[config.mk]
export PLATFORM = sky130hd
export DESIGN_NAME = itu_front
export DESIGN_NICKNAME = d
export VERILOG_FILES = /design/src/itu_pkg.sv /design/src/itu_front.sv
export SDC_FILE = /design/constraint.sdc
export NUM_CORES = 1
export LEC_CHECK = 0
export BUFFER_PORTS_ARGS = -buffer_cell sky130_fd_sc_hd__buf_4
export CAP_MARGIN = 10
export CELL_PAD_IN_SITES_DETAIL_PLACEMENT = 2
export CELL_PAD_IN_SITES_GLOBAL_PLACEMENT = 2
export CORE_MARGIN = 1
export CORE_UTILIZATION = 39
export DETAILED_ROUTE_END_ITERATION = 12
export GPL_ROUTABILITY_DRIVEN = 0
export PLACE_DENSITY_LB_ADDON = 0.15
export SYNTH_ARGS = -nofsm -noshare
export SYNTH_HDL_FRONTEND = slang
export SYNTH_SLANG_ARGS = --single-unit
[constraint.sdc]
create_clock -name clock -period 7.6 [get_ports clock]
set_clock_uncertainty 0.2 [all_clocks]
set_input_delay 1.52 -clock clock [delete_from_list [all_inputs] [get_ports clock]]
set_output_delay 1.52 -clock clock [all_outputs]
set_load 0.02 [all_outputs]
[src/itu_pkg.sv]
// shared types, constants and the rotation angle table of the inverse trig unit
// no dependencies
package itu_pkg;

   localparam int ITERATIONS = 32;
   localparam int SQRT_STEPS = 32;

   localparam int ARG_W   = 32;
   localparam int ANGLE_W = 32;
   localparam int REM_W   = 63;
   localparam int ROOT_W  = 32;
   localparam int XY_W    = 52;
   localparam int Z_W     = 35;
   localparam int ZC_W    = 33;
   localparam int ZR_W    = 34;
   localparam int Q_W     = 30;

   localparam logic [ARG_W-1:0] ONE_Q16     = 32'h0001_0000;
   localparam logic [32:0]      CORDIC_UNIT = 33'h1_0000_0000;
   localparam logic [ZC_W-1:0]  PI_HALF_Z   = 33'd6746518852;
   localparam logic [ZR_W-1:0]  PI_Z        = 34'd13493037704;

   localparam logic [Q_W-1:0] PI_QUARTER_Q28 = 30'd210828714;
   localparam logic [Q_W-1:0] PI_HALF_Q28    = 30'd421657428;
   localparam logic [Q_W-1:0] PI_Q28         = 30'd843314857;

   typedef enum logic [1:0] {
      OP_ASIN = 2'd0,
      OP_ACOS = 2'd1,
      OP_ATAN = 2'd2
   } itu_op_type;

   // result forced to a constant instead of the rotation output
   typedef enum logic [2:0] {
      FIX_NONE,
      FIX_ZERO,
      FIX_QUARTER_PI,
      FIX_HALF_PI,
      FIX_PI
   } itu_fix_type;

   typedef struct packed {
      itu_op_type       op;
      logic             neg;
      logic             negate;
      logic             invalid;
      itu_fix_type      fix;
      logic [ARG_W-1:0] mag;
   } itu_side_type;

   // atan(2^-i) scaled by 2^32
   function automatic logic [31:0] step_angle(input int idx);
      logic [31:0] ang;
      case (idx)
         0:       ang = 32'd3373259426;
         1:       ang = 32'd1991351318;
         2:       ang = 32'd1052175346;
         3:       ang = 32'd534100635;
         4:       ang = 32'd268086748;
         5:       ang = 32'd134174063;
         6:       ang = 32'd67103403;
         7:       ang = 32'd33553749;
         8:       ang = 32'd16777131;
         9:       ang = 32'd8388597;
         10:      ang = 32'd4194303;
         11:      ang = 32'd2097152;
         default: ang = (idx <= 32) ? (32'd1 << (32 - idx)) : 32'd0;
      endcase
      return ang;
   endfunction

endpackage

[src/itu_front.sv]
// front end: argument decode, special cases and the 1 - x*x square-root operand
// depends on itu_pkg
module itu_front (
   input  logic                       clock,
   input  logic                       reset,
   input  logic                       advance,
   input  logic                       in_valid,
   input  logic [1:0]                 in_action,
   input  logic signed [itu_pkg::ARG_W-1:0] in_arg,
   output logic                       out_valid,
   output logic [itu_pkg::REM_W-1:0]  out_rem,
   output itu_pkg::itu_side_type      out_side
);
   import itu_pkg::*;

   logic [ARG_W-1:0] mag;
   logic             neg;
   logic             over;
   logic             unit;
   itu_side_type     side_a_in;
   itu_side_type     side_a_ff;
   logic             valid_a_ff;

   logic [31:0]      m_sq;
   logic [32:0]      diff;
   logic [REM_W-1:0] rem_b_in;
   logic [REM_W-1:0] rem_b_ff;
   itu_side_type     side_b_ff;
   logic             valid_b_ff;

   always_comb begin
      neg  = in_arg[ARG_W-1];
      mag  = neg ? (ARG_W'(0) - $unsigned(in_arg)) : $unsigned(in_arg);
      over = mag > ONE_Q16;
      unit = mag == ONE_Q16;

      side_a_in.op      = OP_ATAN;
      side_a_in.neg     = neg;
      side_a_in.negate  = 1'b0;
      side_a_in.invalid = 1'b0;
      side_a_in.fix     = FIX_NONE;
      side_a_in.mag     = mag;

      unique case (in_action)
         OP_ASIN: begin
            side_a_in.op = OP_ASIN;
            if (over) begin
               side_a_in.invalid = 1'b1;
               side_a_in.fix     = FIX_ZERO;
            end else begin
               side_a_in.negate = neg;
               if (unit) side_a_in.fix = FIX_HALF_PI;
            end
         end
         OP_ACOS: begin
            side_a_in.op = OP_ACOS;
            if (over) begin
               side_a_in.invalid = 1'b1;
               side_a_in.fix     = FIX_ZERO;
            end else if (unit) begin
               side_a_in.fix = neg ? FIX_PI : FIX_ZERO;
            end
         end
         OP_ATAN: begin
            side_a_in.op     = OP_ATAN;
            side_a_in.negate = neg;
            if (unit) side_a_in.fix = FIX_QUARTER_PI;
         end
         default: begin
            side_a_in.invalid = 1'b1;
            side_a_in.fix     = FIX_ZERO;
         end
      endcase
   end

   always_ff @(posedge clock) begin
      if (reset) valid_a_ff <= 1'b0;
      else if (advance) valid_a_ff <= in_valid;
   end

   always_ff @(posedge clock) begin
      if (advance) side_a_ff <= side_a_in;
   end

   // only magnitudes below one reach the root, so 16 bits are enough
   always_comb begin
      m_sq     = 32'(side_a_ff.mag[15:0]) * 32'(side_a_ff.mag[15:0]);
      diff     = 33'h1_0000_0000 - {1'b0, m_sq};
      rem_b_in = {diff, 30'b0};
   end

   always_ff @(posedge clock) begin
      if (reset) valid_b_ff <= 1'b0;
      else if (advance) valid_b_ff <= valid_a_ff;
   end

   always_ff @(posedge clock) begin
      if (advance) begin
         rem_b_ff  <= rem_b_in;
         side_b_ff <= side_a_ff;
      end
   end

   assign out_valid = valid_b_ff;
   assign out_rem   = rem_b_ff;
   assign out_side  = side_b_ff;

endmodule

Yosys cells after proc, flatten, opt, wreduce, memory -nomap -nowiden
Index checks and enable logic that the tools add are counted.
{ "totals": {"ff_bits": 115, "in_bits": 38, "output_inout_bits": 104, "word_cells": 37} }
{ "op_classes": {"addsub": 2, "multipliers": 1, "magnitude_cmp": 1, "n_eq_ne": 3, "n_mux": 13, "reduce_logical": 2} }
{ "op_table": {"columns": ["cell", "count"], "rows": [
  ["33-bit by 32-bit subtractor with 33-bit output, first input constant", 1],
  ["32-bit by 17-bit equality test with 1-bit output, second input constant", 1],
  ["32-bit by 17-bit > comparator with 1-bit output, second input constant", 1],
  ["16-bit by 16-bit multiplier with 32-bit output", 1],
  ["32-bit two-way mux", 1],
  ["1-bit by 32-bit subtractor with 32-bit output, first input constant", 1],
  ["3-bit two-way mux", 3],
  ["3-bit case mux with 3 select lines", 1],
  ["2-bit two-way mux", 3],
  ["1-bit case mux with 2 select lines", 2],
  ["2-bit case mux with 2 select lines", 1],
  ["2-bit by 1-bit equality test with 1-bit output, second input constant", 1],
  ["2-bit equality test, second input constant", 1],
  ["2-bit logical NOT", 1],
  ["1-bit two-way mux", 2],
  ["2-bit OR reduction", 1]
]} }

Depth between registers and ports, before layout
{ "logic_depth": {"depth_word": 6, "ltp_mapped": 24} }

Worst setup path before layout
OpenSTA, ideal clock, no wires.
{ "synth_path": {"kind": "flip-flop to flip-flop", "startpoint": "register side_a_ff[0] (netlist bit)", "endpoint": "register rem_b_ff[62] (netlist: out_rem[62]) (data pin)", "setup_time_ns": 0.195, "arrival_ns": 6.309, "t_required_ns": 7.205, "slack_ns": 0.896, "stages_incl_launch_ff": 21, "path_cell_list": "edfxtp_1 > clkbuf_1 > buf_1 > nand2_1 > fa_1 > fa_1 > fa_1 > fa_1 > fa_1 > inv_1 > fa_1 > inv_1 > ha_1 > a211o_1 > a21oi_1 > nand2_1 > o21ai_0 > a21oi_1 > o31ai_1 > or4b_2 > o311ai_0"} }
{ "synth_via": {"elab_chain_cells": 2} }
{ "synth_rtl": {"columns": ["item", "line", "source"], "rows": [
  ["start: declaration", "itu_front.sv:21", "itu_side_type side_a_ff;"],
  ["start signal: assignment", "itu_front.sv:82", "if (advance) side_a_ff <= side_a_in;"],
  ["16-bit by 16-bit multiplier with 32-bit output", "itu_front.sv:87", "m_sq = 32'(side_a_ff.mag[15:0]) * 32'(side_a_ff.mag[15:0]);"],
  ["33-bit by 32-bit subtractor with 33-bit output", "itu_front.sv:88", "diff = 33'h1_0000_0000 - {1'b0, m_sq};"],
  ["net diff[32]", "itu_front.sv:25", "logic [32:0] diff;"],
  ["end signal: assignment", "itu_front.sv:99", "rem_b_ff <= rem_b_in;"],
  ["end: declaration", "itu_front.sv:27", "logic [REM_W-1:0] rem_b_ff;"]
]} }
The timed path passes the listed nets, and every way through them passes these cells.
A chain may end at the register's enable or synchronous reset.

Worst setup path in the final report
{ "layout_path": {"startpoint": "register side_a_ff[5] (netlist bit)", "endpoint": "register rem_b_ff[62] (netlist: out_rem[62]) (data pin)"} }
Same word-level chain as after synthesis.

==> flow_metrics.tcl <==
set metrics [dict create \
    placed_cell_area_um2 14100 \
    drv_cap 0 \
    first_iter_violations 328 \
    nFillCells 3420 \
    multi_input_area_um2 7890 \
    criticalPathCategory "reg -> reg" \
    place.port_buffers 111 \
    worstSetupStartpointType "flop" \
    status "finished, final reports clean" \
    final_hold_viol_count 0 \
    synthDistinctLibCells 69 \
    cp_data_arrival_time_ns 7.23 \
    wl_per_cell_um 20.0 \
    async_flop_share 0 \
    grtUsageTotal 0.226 \
    clockRootBuffer "clkbuf_16" \
    grt_pass1_vias 10600 \
    worstMarginPinSlew_ns 1.04 \
    dp_hpwl_um 28200 \
    fin_crit_sh 0.948 \
    avgViaCountPerCell 4.94 \
    cts_sinks 113 \
    hold_path.class "reg -> reg" \
    yosysTopAreaCellShare 0.276 \
    reg2reg_depth 21 \
    boundaryPins 142 \
    die_area_um2 33500 \
    synthTopCellsByArea "fa_1, edfxtp_1, ha_1, inv_1, nand2_1" \
    grt_pass1_wl_um 57400 \
    fp.dieW_um 183 \
    final_cells 1858 \
    fin_crit_ns 7.21 \
    synth_flop_cell "edfxtp_1" \
    rows 65 \
    max_freq_mhz 139 \
    required_ns 7.62 \
    cts_buffers 17 \
    grt_start_max_net_pins 68 \
    initial_utilization 0.401 \
    r2r_setup_slack_ns 0.39 \
    cts_max_level 4 \
    postCtsHoldBufs 0 \
    antenna_cells 0 \
    stdcell_area_um2 14900 \
    place.detailed.instances 1801 \
    syn_area_per_cell_um2 10.1 \
    first_pass_iters 4 \
    cts_tree "built" \
    fin_nets 1737 \
    ys_warn_count 0 \
    area_growth_pct 16.3 \
    final-setup-viol-count 0 \
    routed_wl_um 37100 \
    fp.coreArea_um2 31900 \
    clkTransAtPathRegs_ns 0.06 \
    drc 0 \
    slew_violations 0 \
    slew_headroom 0.310 \
    die_y_um 183 \
    clock_path_buffers 2 \
    critPathCaptureType "flop" \
    layout_commonest_cell "inv_1" \
    ys_ff_latch 113 \
    synthesis.instances 1265 \
    final_antenna_net_count 0 \
    cp_max_fo 5 \
    antenna_found_initial 0 \
    netlist_area_um2 12800 \
    final_cell_mix "inv_1, fa_1, buf_4" \
    seq_area_um2 3370 \
    via_count 9186 \
    yosysTopAreaCell "fa_1" \
    clk_latency_ns 0.45 \
    grt_overflow 0 \
    drive_above_1_share 0.150 \
    synth_edf_count 111 \
    synth-seq-area-share 0.264 \
    whs_path_depth 0 \
]
through the flow:
step | setup slack, ns | TNS, ns | hold WS, ns | utilization
after floorplan | 0.896 | 0 | 0.200 | -
after global placement | 0.484 | 0 | 0.200 | 0.441
after detailed placement | 0.162 | 0 | 0.206 | 0.441
after CTS | 0.116 | 0 | 0.216 | 0.459
after global routing | -0.0731 | -0.0731 | 0.229 | 0.466
final | 0.392 | 0 | 0.211 | 0.466
kinds of logic after synthesis:
logic type / synth area share
other cells: 0.000294
xor+xnor: 0.0425
mux: 0.00480
buf+inv: 0.128
simple gates: 0.104
flops: 0.264
compound gates: 0.0691
fa+ha+maj: 0.387
per-layer routing:
metal  vias up  track usage  routed length [um]
met5         -            0                   0
met2       146        0.419               19900
met4         0       0.0653                 500
met1      4800        0.272               15700
met3        38       0.0284                1030
li1       4202            -                   -
cells in the mapped netlist (3+ instances only):
cell type  number
nand3_1        11
mux2i_1         5
and2_1         27
nand4_1         5
clkbuf_1       26
a211oi_1        5
a21boi_0        5
or4_1           5
o41ai_1         7
nor4_1          4
inv_1         333
a21o_1         10
nand2_1       105
fa_1          176
o31ai_1         3
or2_2           5
buf_4          32
a31oi_1         9
nand2b_1        7
or3_1           5
xnor2_1        45
nor2_1         53
nand3b_1        3
o21ai_0        27
xor2_1         17
ha_1          113
a21oi_1        28
and3_1          3
o21a_1          6
nor3_1         11
edfxtp_1      111
nor2b_1         8
a221oi_1        4
worst paths after layout:
path                  from      endpoint
min          side_a_ff[35]  out_side[35]
max           side_a_ff[5]   out_rem[62]
min reg2reg  side_a_ff[35]  out_side[35]
max reg2reg   side_a_ff[5]   out_rem[62]
repair_timing:
item / 4_1_cts / 5_1_grt
gates resized for setup: 0 / 5
setup endpoints to repair: 0 / 2
buffers inserted: 0 / 25
final cells by class:
type                            instances  area share
Clock buffer                           18      0.0289
Tap cell                              435      0.0367
Timing Repair Buffer                  161      0.0814
Multi-Input combinational cell        782       0.531
Inverter                              335      0.0847
Sequential cell                       113       0.227
Clock inverter                         14      0.0102
worst max-delay path, cell delays in order (launching register included):
cell,delay (ns)
edfxtp_1,0.46
clkinv_1,0.24
nor2_2,0.29
fa_1,0.51
fa_1,0.52
fa_1,0.47
fa_1,0.55
inv_1,0.05
fa_1,0.47
inv_1,0.05
fa_1,0.53
inv_1,0.05
ha_1,0.36
a211o_1,0.33
a21oi_1,0.24
nand2_1,0.11
o21ai_0,0.23
buf_4,0.19
a21oi_1,0.12
o31ai_2,0.29
or4b_2,0.61
o311ai_0,0.14
registers in the layout, indices dropped and copies added, names as in the netlist:
| name | cells |
|---|---|
| valid_a_ff | 1 |
| out_side | 40 |
| out_valid | 1 |
| out_rem | 31 |
| side_a_ff | 40 |
Power is not shown: default switching activity piles up to over one toggle a cycle in this logic, so the estimate is an artifact.
