**src/itu_pkg.sv**
```systemverilog
// shared types, constants and the rotation angle table of the inverse trig unit
// no dependencies
package itu_pkg;

   localparam int ITERATIONS = 32;
   localparam int SQRT_STEPS = 32;

   localparam int ARG_W   = 32;
   localparam int ANGLE_W = 32;
   localparam int REM_W   = 63;
   localparam int ROOT_W  = 32;
   localparam int XY_W    = 52;
   localparam int Z_W     = 35;
   localparam int ZC_W    = 33;
   localparam int ZR_W    = 34;
   localparam int Q_W     = 30;

   localparam logic [ARG_W-1:0] ONE_Q16     = 32'h0001_0000;
   localparam logic [32:0]      CORDIC_UNIT = 33'h1_0000_0000;
   localparam logic [ZC_W-1:0]  PI_HALF_Z   = 33'd6746518852;
   localparam logic [ZR_W-1:0]  PI_Z        = 34'd13493037704;

   localparam logic [Q_W-1:0] PI_QUARTER_Q28 = 30'd210828714;
   localparam logic [Q_W-1:0] PI_HALF_Q28    = 30'd421657428;
   localparam logic [Q_W-1:0] PI_Q28         = 30'd843314857;

   typedef enum logic [1:0] {
      OP_ASIN = 2'd0,
      OP_ACOS = 2'd1,
      OP_ATAN = 2'd2
   } itu_op_type;

   // result forced to a constant instead of the rotation output
   typedef enum logic [2:0] {
      FIX_NONE,
      FIX_ZERO,
      FIX_QUARTER_PI,
      FIX_HALF_PI,
      FIX_PI
   } itu_fix_type;

   typedef struct packed {
      itu_op_type       op;
      logic             neg;
      logic             negate;
      logic             invalid;
      itu_fix_type      fix;
      logic [ARG_W-1:0] mag;
   } itu_side_type;

   // atan(2^-i) scaled by 2^32
   function automatic logic [31:0] step_angle(input int idx);
      logic [31:0] ang;
      case (idx)
         0:       ang = 32'd3373259426;
         1:       ang = 32'd1991351318;
         2:       ang = 32'd1052175346;
         3:       ang = 32'd534100635;
         4:       ang = 32'd268086748;
         5:       ang = 32'd134174063;
         6:       ang = 32'd67103403;
         7:       ang = 32'd33553749;
         8:       ang = 32'd16777131;
         9:       ang = 32'd8388597;
         10:      ang = 32'd4194303;
         11:      ang = 32'd2097152;
         default: ang = (idx <= 32) ? (32'd1 << (32 - idx)) : 32'd0;
      endcase
      return ang;
   endfunction

endpackage

```
**src/itu_back.sv**
```systemverilog
// back end: clamp, arccosine reflection, rounding to Q4.28, constant results and sign
// depends on itu_pkg
module itu_back (
   input  logic                           clock,
   input  logic                           reset,
   input  logic                           advance,
   input  logic                           in_valid,
   input  logic signed [itu_pkg::Z_W-1:0] in_z,
   input  itu_pkg::itu_side_type          in_side,
   output logic                           out_valid,
   output logic signed [itu_pkg::ANGLE_W-1:0] out_angle,
   output logic                           out_invalid
);
   import itu_pkg::*;

   logic [ZC_W-1:0]           z_clamp;
   logic [ZR_W-1:0]           zr_in;
   logic [ZR_W-1:0]           zr_ff;
   itu_side_type              side_f1_ff;
   logic                      valid_f1_ff;

   logic [ZR_W-1:0]           rounded;
   logic [Q_W-1:0]            q_sel;
   logic signed [ANGLE_W-1:0] angle_in;
   logic signed [ANGLE_W-1:0] angle_ff;
   logic                      invalid_ff;
   logic                      valid_f2_ff;

   always_comb begin
      if (in_z[Z_W-1]) z_clamp = '0;
      else if (in_z > $signed(Z_W'(PI_HALF_Z))) z_clamp = PI_HALF_Z;
      else z_clamp = in_z[ZC_W-1:0];

      // negative arccosine argument maps to pi minus the angle
      if (in_side.op == OP_ACOS && in_side.neg) zr_in = PI_Z - {1'b0, z_clamp};
      else zr_in = {1'b0, z_clamp};
   end

   always_ff @(posedge clock) begin
      if (reset) valid_f1_ff <= 1'b0;
      else if (advance) valid_f1_ff <= in_valid;
   end

   always_ff @(posedge clock) begin
      if (advance) begin
         zr_ff      <= zr_in;
         side_f1_ff <= in_side;
      end
   end

   always_comb begin
      // round half up from 32 to 28 fraction bits
      rounded = zr_ff + ZR_W'(8);
      case (side_f1_ff.fix)
         FIX_NONE:       q_sel = rounded[ZR_W-1:4];
         FIX_ZERO:       q_sel = '0;
         FIX_QUARTER_PI: q_sel = PI_QUARTER_Q28;
         FIX_HALF_PI:    q_sel = PI_HALF_Q28;
         FIX_PI:         q_sel = PI_Q28;
         default:        q_sel = '0;
      endcase
      if (side_f1_ff.negate) angle_in = ANGLE_W'(0) - ANGLE_W'(q_sel);
      else angle_in = ANGLE_W'(q_sel);
   end

   always_ff @(posedge clock) begin
      if (reset) valid_f2_ff <= 1'b0;
      else if (advance) valid_f2_ff <= valid_f1_ff;
   end

   always_ff @(posedge clock) begin
      if (advance) begin
         angle_ff   <= angle_in;
         invalid_ff <= side_f1_ff.invalid;
      end
   end

   assign out_valid   = valid_f2_ff;
   assign out_angle   = angle_ff;
   assign out_invalid = invalid_ff;

endmodule

```
**config.mk**
```make
export PLATFORM = sky130hd
export DESIGN_NAME = itu_back
export DESIGN_NICKNAME = d
export VERILOG_FILES = /design/src/itu_pkg.sv /design/src/itu_back.sv
export SDC_FILE = /design/constraint.sdc
export NUM_CORES = 1
export LEC_CHECK = 0
export BUFFER_PORTS_ARGS = -buffer_cell sky130_fd_sc_hd__buf_2
export CAP_MARGIN = 20
export CORE_ASPECT_RATIO = 1.1
export CORE_MARGIN = 2
export CORE_UTILIZATION = 33
export DETAILED_ROUTE_END_ITERATION = 10
export GPL_TIMING_DRIVEN = 0
export SLEW_MARGIN = 10
export SYNTH_ARGS = -nofsm -noshare
export SYNTH_HDL_FRONTEND = slang
export SYNTH_SLANG_ARGS = --single-unit
```
**constraint.sdc**
```tcl
create_clock -name clock -period 4.1 [get_ports clock]
set_input_delay 0.82 -clock clock [delete_from_list [all_inputs] [get_ports clock]]
set_output_delay 0.82 -clock clock [all_outputs]
set_load 0.02 [all_outputs]
```
Word level (Yosys, flattened, before mapping)
Cells that the tools add are included.
{"block": "totals", "romBits": 0, "latchBits": 0, "n_memories": 0, "ramBits": 0, "in_bits": 79, "regBits": 73, "out_inout_bits": 34}
{"block": "op_classes", "shifts": 0, "div": 0, "add_sub_neg": 3, "n_lt_le_gt_ge": 1, "reduce_logical": 2, "muxes": 5, "bitwise": 0, "n_eq_ne": 4, "mul": 0}
{"op": "30-bit one-hot mux with 4 select lines", "n": 1}
{"op": "33-bit 2-to-1 mux", "n": 3}
{"op": "35-bit by 34-bit > comparator with 1-bit output, second input constant", "n": 1}
{"op": "34-bit by 4-bit adder with 34-bit output, second input constant", "n": 1}
{"op": "34-bit by 33-bit subtractor with 34-bit output, first input constant", "n": 1}
{"op": "1-bit by 30-bit subtractor with 31-bit output, first input constant", "n": 1}
{"op": "30-bit 2-to-1 mux", "n": 1}
{"op": "3-bit by 2-bit equality test with 1-bit output, second input constant", "n": 2}
{"op": "3-bit equality test, second input constant", "n": 1}
{"op": "3-bit zero test", "n": 1}
{"op": "2-bit by 1-bit equality test with 1-bit output, second input constant", "n": 1}
{"op": "1-bit logical AND", "n": 1}

Longest topological paths before layout
Gate-level depths: netlist of run 1.
{"block": "depth", "depth_word": 5, "mapped_depth": 11}

Worst setup path before layout of run 1
Ideal clock, no wire load.
{"block": "synth_path", "path_type": "input to register", "from": "input port in_z[29] (netlist bit)", "to": "register zr_ff[20], data pin", "path_buffers": 2, "cell_stages": 10, "setup_time_ps": 276, "t_required_ps": 3824, "arrival_ps": 3302, "path_slack_ps": 522, "cell_sequence": "clkbuf_1 > nor4_1 > nand3_1 > or4_1 > and3_1 > clkbuf_1 > o31a_1 > or4_1 > o21ai_0 > a22oi_1"}
{"block": "synth_between", "elab_chain_cells": 5}
{"element": "start: declaration", "line": "itu_back.sv:8", "text": "input logic signed [itu_pkg::Z_W-1:0] in_z,"}
{"element": "35-bit by 34-bit > comparator with 1-bit output *", "line": "itu_back.sv:31", "text": "else if (in_z > $signed(Z_W'(PI_HALF_Z))) z_clamp = PI_HALF_Z;"}
{"element": "33-bit 2-to-1 mux *", "line": "itu_back.sv:31"}
{"element": "33-bit 2-to-1 mux *", "line": "itu_back.sv:30", "text": "if (in_z[Z_W-1]) z_clamp = '0;"}
{"element": "34-bit by 33-bit subtractor with 34-bit output", "line": "itu_back.sv:35", "text": "if (in_side.op == OP_ACOS && in_side.neg) zr_in = PI_Z - {1'b0, z_clamp};"}
{"element": "33-bit 2-to-1 mux *", "line": "itu_back.sv:35"}
{"element": "net zr_in[20]", "line": "itu_back.sv:17", "text": "logic [ZR_W-1:0] zr_in;"}
{"element": "end signal: assignment", "line": "itu_back.sv:46", "text": "zr_ff <= zr_in;"}
{"element": "end: declaration", "line": "itu_back.sv:18", "text": "logic [ZR_W-1:0] zr_ff;"}
Mark *: on every way through the listed nets, which the timed path passes. The rest lies on a longest branch.
A chain may end at the register's enable or synchronous reset.

Worst setup path after layout of run 1
{"block": "layout_path", "from": "input port in_z[22] (netlist bit)", "to": "register zr_ff[20], data pin"}
Same word-level chain as after synthesis.

==> run metrics, run 1 <==
status finished clean; worst r2r dst out_angle[24]$_DFFE_PP_; n_diodes 0; Rel. slew slack 44.27%; Synth area leaders edfxtp_1 35%, xnor2_1 5.5%, o21ai_0 4.1%, nand2_1 3.4%, xor2_1 3.3%; Inst Count DP 956; Leak 0.002304 uW; Fin Setup TNS 0 ns; worst-path fanout max 10; fin cells 977; FF-to-FF setup slack 0.37 ns; DR vias 5366; Placer Congestion 0.9237; Max stage delay on crit path 0.59 ns; Hold Buf Count CTS 0; vias per inst 5.492; Post-synth EDFFs 68; DRT iter0 DRCs 487; clk_lat worst skew 0.33 ns; crit-path cells clkbuf_1 -> nor3_1 -> nand4bb_1 -> or4_1 -> nand3_1 -> clkbuf_1 -> buf_1 -> a21oi_1 -> o21ai_0 -> a22oi_1; CTS clk-pin slew, worst paths 0.05 ns; first-pass GRT wire length 25270 um; FMAX 261.2 MHz; final setup fails 0; Seq pwr share 40.8%; PwrDens 339.4 mW/mm^2; IO Count 113; layout cells sized above 1 17.09%; DR WL/cell 16.29 um; peak supply drop 0.0001440 V; total gr overflow 0; Net Sw Frac 30.14%; unrepaired setup endpoints after global routing false; largest net degree at the start of global routing 71; final core utilization 39.56%; final hold violations 0; syn_nets 735; worst setup margin 0.2720 ns; Routed WL 15910 um; most used cell, CP clkbuf_1; part of the power in combinational logic 25.7%; Sink Count 70; Clock Power Share 33.5%; ANT nets after route 0; Psw 691.1 uW; Initial Utilization 33.83%; hold crit path type register to register; die footprint 0.01859 mm^2; final worst-path cycle share 93.37%; Max Clock Skew 0.007514 ns; floorplan row count 50; Req. time, crit path 4.14 ns; Worst R2R Path Depth 10; clk root buf clkbuf_16; CP top delay family simple AND/OR/NAND/NOR gates; cells after synthesis 654; Place WS -0.2851 ns; global-route usage over all layers 17.20%; WP buf/inv 3; HPWL after detailed placement 12300 um; number of max-cap violations 0; arrival time of the worst setup path 3.87 ns; ys async rst share 0%; FF-to-FF Start zr_ff[4]$_DFFE_PP_; CTS tree done; Layout area overhead 16.93%; antenna violations before repair 0; PortBufs 68; syn avg cell area 8.835 um^2; maximum level of the CTS H-tree 3; Pint 1602 uW; Synth warnings 0; Seq/Total Area, Yosys 36.03%; startpoint of the worst hold path side_f1_ff[35]$_DFFE_PP_; Min-Delay Endpoint out_invalid$_DFFE_PP_; Worst path slowest cell or4_1; Die Y 142.8 um; nature of the critical path endpoint register; CP Launch Type input pin; clock buffer depth 2; Worst Max-Slew Pin Slew 0.8360 ns; Pins Over Slew Limit 0; synth unique cells 80; cell taking the most area after synthesis edfxtp_1; fin crit period 3.828 ns; residual DRC count 0; Seq cells post-synth 70; drt pass-1 iters 5; TritonCTS Buffers 9; critical setup path kind input pin to register; nets 819; predominant post-synthesis flop cell edfxtp_1; chip width 130.2 um; hold path cells 0; vias in the first global route 4851; share of the synthesized area in the top cell type 35.34%; Syn Std Cell Area 0.005778 mm^2; CORE AREA 0.01708 mm^2
power by group through the flow:
| stage | registers, uW | logic, uW | clock network, uW |
|---|---|---|---|
| 2_1_floorplan | 992 | 356 | 0 |
| 3_3_place_gp | 948 | 580 | 0 |
| 3_5_place_dp | 949 | 581 | 0 |
| 4_1_cts | 935 | 583 | 793 |
| 5_1_grt | 946 | 648 | 821 |
| 6_report | 935 | 589 | 769 |
stage by stage:
| stage | hold WS [ns] | cell area [um^2] | power (uW) |
|---|---|---|---|
| floorplan | 0.4003 | 5778 | 1347 |
| global placement | 0.4009 | 6411 | 1528 |
| detailed placement | 0.4114 | 6414 | 1530 |
| CTS | 0.4252 | 6715 | 2311 |
| global route | 0.4292 | 6756 | 2415 |
| finish | 0.4255 | 6756 | 2293 |
flip-flops by register name, indices dropped and copies added (netlist names):
name and cells:
out_angle 31, zr_ff 31, side_f1_ff 5, out_invalid 1, out_valid 1, valid_f1_ff 1
cell usage after synthesis (7+ instances only):
library cell and number:
nand2_1 53, edfxtp_1 68, a31oi_1 9, or4_1 8, nand3_1 27, xor2_1 22, nor3_1 22, xnor2_1 36
a21oi_1 33, o31ai_1 11, and3_1 15, nor2b_1 7, and2_1 8, inv_1 11, nor2_1 50, nor4_1 18
mux2i_1 9, nand4_1 19, a211oi_1 10, clkbuf_1 30, o21ai_0 47, or3_1 11, o211ai_1 8
routing by layer:
metal | wire length, um | vias to the layer above | GRT usage [%]
met1 | 7178 | 2416 | 22.68
met4 | 438 | 0 | 7.753
met3 | 984 | 30 | 1.873
li1 | - | 2690 | -
met5 | 0 | - | 0
met2 | 7311 | 230 | 28.30
final cells by class:
cell class | count | area [um^2]
timing repair buffer | 73 | 377.9
multi-input combinational | 525 | 3393
fill | 1775 | 10320
inverter | 13 | 48.80
clock buffer | 12 | 256.5
buffer | 46 | 260.3
sequential | 70 | 2082
tap | 234 | 292.8
clock inverter | 4 | 45.04
worst max path at each step:
stage               slack, ns  cells after the start             endpoint     start
global placement        -0.30                      9  zr_ff[21]$_DFFE_PP_  in_z[29]
CTS                      0.07                      9  zr_ff[21]$_DFFE_PP_  in_z[29]
detailed placement      -0.29                      9  zr_ff[21]$_DFFE_PP_  in_z[29]
global route             0.07                     10  zr_ff[16]$_DFFE_PP_  in_z[29]
floorplan                0.52                     10  zr_ff[20]$_DFFE_PP_  in_z[29]
finish                   0.27                     10  zr_ff[20]$_DFFE_PP_  in_z[22]
repair_timing:
action | 4_1_cts | 5_1_grt
setup buffers | 0 | 4
setup endpoints to repair | 0 | 4
resized for setup | 0 | 1
placed cells by master, fill, tap and decap left out, types with 9 or more instances in the layout:
| cell type | netlist | final |
|---|---|---|
| xnor2_1 | 36 | 36 |
| xor2_1 | 22 | 22 |
| nor4_1 | 18 | 17 |
| nand4_1 | 19 | 19 |
| o31ai_1 | 11 | 11 |
| or3_1 | 11 | 11 |
| buf_2 | 3 | 71 |
| nand2_1 | 53 | 53 |
| o21ai_0 | 47 | 47 |
| nor3_1 | 22 | 22 |
| nand3_1 | 27 | 27 |
| mux2i_1 | 9 | 9 |
| clkbuf_16 | 0 | 9 |
| clkbuf_1 | 30 | 31 |
| and3_1 | 15 | 15 |
| edfxtp_1 | 68 | 68 |
| a21oi_1 | 33 | 33 |
| nor2_1 | 50 | 50 |
| a31oi_1 | 9 | 9 |
| inv_1 | 11 | 11 |
| a211oi_1 | 10 | 10 |
cell families after synthesis:
kind of cell	count (synthesis)	share of synthesized area [%]
buffers and inverters	59	5.348
DFF	70	36.03
and+or+nand+nor	272	25.77
xor gates and xnor gates	58	8.792
adders and majority gates	2	0.4330
AOI/OAI and AO/OA	182	21.68
muxes	11	1.949
Note: power is estimated with default switching activity, not from simulation.
==> run 2, diff against run 1 <==
SETUP_SLACK_MARGIN = 0.4   (was default)
==> run 2 against run 1 <==
  * Count of clock-buffer cells in the layout unchanged
  * Highest routed layer unchanged
  * Register-to-register slack better by 0.17 ns
  * Total power increased by 0.80%
  * Critical path type unchanged
==> run metrics, run 2 (synthesis results as in run 1) <==
status finished clean (unchanged); antenna violations before repair 0 (unchanged); chip width 130.2 um (unchanged); critical path depth in cells 10 (unchanged); number of max-cap violations 0 (unchanged); CTS tree done (unchanged); Layout fillers 1777 (was 1775); Layout area overhead 18.58% (was 16.93%); Design Power 2311 uW (was 2293 uW); fin crit period 3.578 ns (was 3.828 ns); Sink Count 70 (unchanged); CP top delay family simple AND/OR/NAND/NOR gates (unchanged); WP buf/inv 2 (was 3); TritonCTS Buffers 9 (unchanged); Worst Max-Slew Pin Slew 0.8415 ns (was 0.8360 ns); CORE AREA 0.01708 mm^2 (unchanged); Placer Congestion 0.9237 (unchanged); clk_lat worst skew 0.33 ns (about the same); commonest non-fill, non-tap cells in the layout 71 x buf_2, 68 x edfxtp_1, 53 x nand2_1 (unchanged); final setup fails 0 (unchanged); maximum level of the CTS H-tree 3 (unchanged); HPWL after detailed placement 12300 um (unchanged); Worst R2R Path Depth 11 (was 10); clk root buf clkbuf_16 (unchanged); hold path cells 0 (unchanged); DR WL/cell 16.26 um (was 16.29 um); hold crit path type register to register (unchanged); Max stage delay on crit path 0.57 ns (was 0.59 ns); Routed WL 16000 um (was 15910 um); largest net degree at the start of global routing 71 (unchanged); nets 826 (was 819); IO Count 113 (unchanged); CP Launch Type input pin (unchanged); ANT nets after route 0 (unchanged); Inst Count DP 956 (unchanged); fin cells 984 (was 977); final core utilization 40.12% (was 39.56%); unrepaired setup endpoints after global routing false (unchanged); Min Hold Slack 0.4255 ns (about the same); DR vias 5432 (was 5366); first-pass GRT wire length 25420 um (was 25270 um); n_diodes 0 (unchanged); vias per inst 5.520 (was 5.492); PwrDens 337.4 mW/mm^2 (was 339.4 mW/mm^2); Worst path slowest cell or4_1 (unchanged); floorplan row count 50 (unchanged); nature of the critical path endpoint register (unchanged); Rel. slew slack 43.90% (was 44.27%); Max Clock Skew 0.007612 ns (was 0.007514 ns); CTS clk-pin slew, worst paths 0.05 ns (about the same); crit-path cells clkbuf_1 -> nor3_2 -> nand4bb_1 -> or4_1 -> and3_1 -> clkbuf_1 -> o31a_1 -> nor2_1 -> o2111ai_1 -> and3_1 (was clkbuf_1 -> nor3_1 -> nand4bb_1 -> or4_1 -> nand3_1 -> clkbuf_1 -> buf_1 -> a21oi_1 -> o21ai_0 -> a22oi_1); residual DRC count 0 (unchanged); Pins Over Slew Limit 0 (unchanged); worst-path fanout max 8 (was 10); Initial Utilization 33.83% (unchanged); DRT iter0 DRCs 479 (was 487); Fin Setup TNS 0 ns (unchanged); vias in the first global route 4938 (was 4851); critical setup path kind input pin to register (unchanged); commonest non-fill, non-tap cell in the layout buf_2 (unchanged); final worst-path cycle share 87.28% (was 93.37%); Die Y 142.8 um (unchanged); Leak 0.002353 uW (was 0.002304 uW); clock buffer depth 2 (unchanged); layout cells sized above 1 18.67% (was 17.09%); final hold violations 0 (unchanged); global-route usage over all layers 17.26% (was 17.20%); die footprint 0.01859 mm^2 (unchanged); total gr overflow 0 (unchanged); PortBufs 68 (unchanged); peak supply drop 0.0001440 V (about the same); drt pass-1 iters 5 (unchanged); arrival time of the worst setup path 3.65 ns (was 3.87 ns); FMAX 279.5 MHz (was 261.2 MHz); Req. time, crit path 4.17 ns (was 4.14 ns)
==> run 2: stage by stage <==
| step | instance area [um^2] | worst slack, ns |
|---|---|---|
| finish | 6852 | 0.5216 |
| global route | 6852 | 0.4139 |
| CTS | 6754 | 0.3955 |
| detailed placement | 6414 | -0.2851 |
| global placement | 6411 | -0.2989 |
| floorplan | 5778 | 0.5219 |
==> run 2: final cells by class <==
| class | instances | area, um^2 | area share [%] |
|---|---|---|---|
| multi-input combinational | 525 | 3433 | 50.11 |
| sequential | 70 | 2082 | 30.39 |
| timing repair buffer | 80 | 430.4 | 6.282 |
| tap | 234 | 292.8 | 4.273 |
| buffer | 46 | 262.8 | 3.835 |
| clock buffer | 12 | 256.5 | 3.744 |
| inverter | 13 | 48.80 | 0.7122 |
| clock inverter | 4 | 45.04 | 0.6574 |
==> run 2: routing by layer <==
metal / part of all wire [%] / up-vias / global-route usage (%)
met4: 3.1 / 0 / 8.885
li1: - / 2701 / -
met3: 5.8 / 37 / 1.873
met1: 45 / 2469 / 22.70
met2: 46 / 225 / 27.94
met5: 0 / - / 0
==> run 2: repair_timing <==
| item | in CTS | in global routing |
|---|---|---|
| endpoints found under the hold margin | 0 | 0 |
| hold buffers | 0 | 0 |
| pin swaps | 2 | 2 |
| setup buffers | 2 | 9 |
| setup endpoints to repair | 8 | 19 |
| gates resized for setup | 4 | 7 |
==> run 2: final timing paths <==
| check | startpoint | end | slack, ns |
|---|---|---|---|
| setup / recovery | in_z[22] | zr_ff[28]$_DFFE_PP_ | 0.52 |
| hold / removal | side_f1_ff[35]$_DFFE_PP_ | out_invalid$_DFFE_PP_ | 0.43 |
| setup reg to reg | zr_ff[8]$_DFFE_PP_ | out_angle[29]$_DFFE_PP_ | 0.54 |
| hold reg to reg | side_f1_ff[35]$_DFFE_PP_ | out_invalid$_DFFE_PP_ | 0.43 |
==> run 2: power breakdown <==
part	internal, uW	switching (uW)
Sequential	885	43.5
Clock	500	268
Combinational	229	385
Total	1610	697
==> run 2: worst register-to-register path, stage by stage, from the launching register on <==
cell and delay (ns):
edfxtp_1 0.34, buf_6 0.13, nand3_2 0.15, or4_1 0.54, buf_2 0.18, or4_1 0.49
and3_1 0.19, buf_6 0.12, or4_4 0.53, a211o_4 0.31, o31ai_4 0.23, xor2_1 0.09
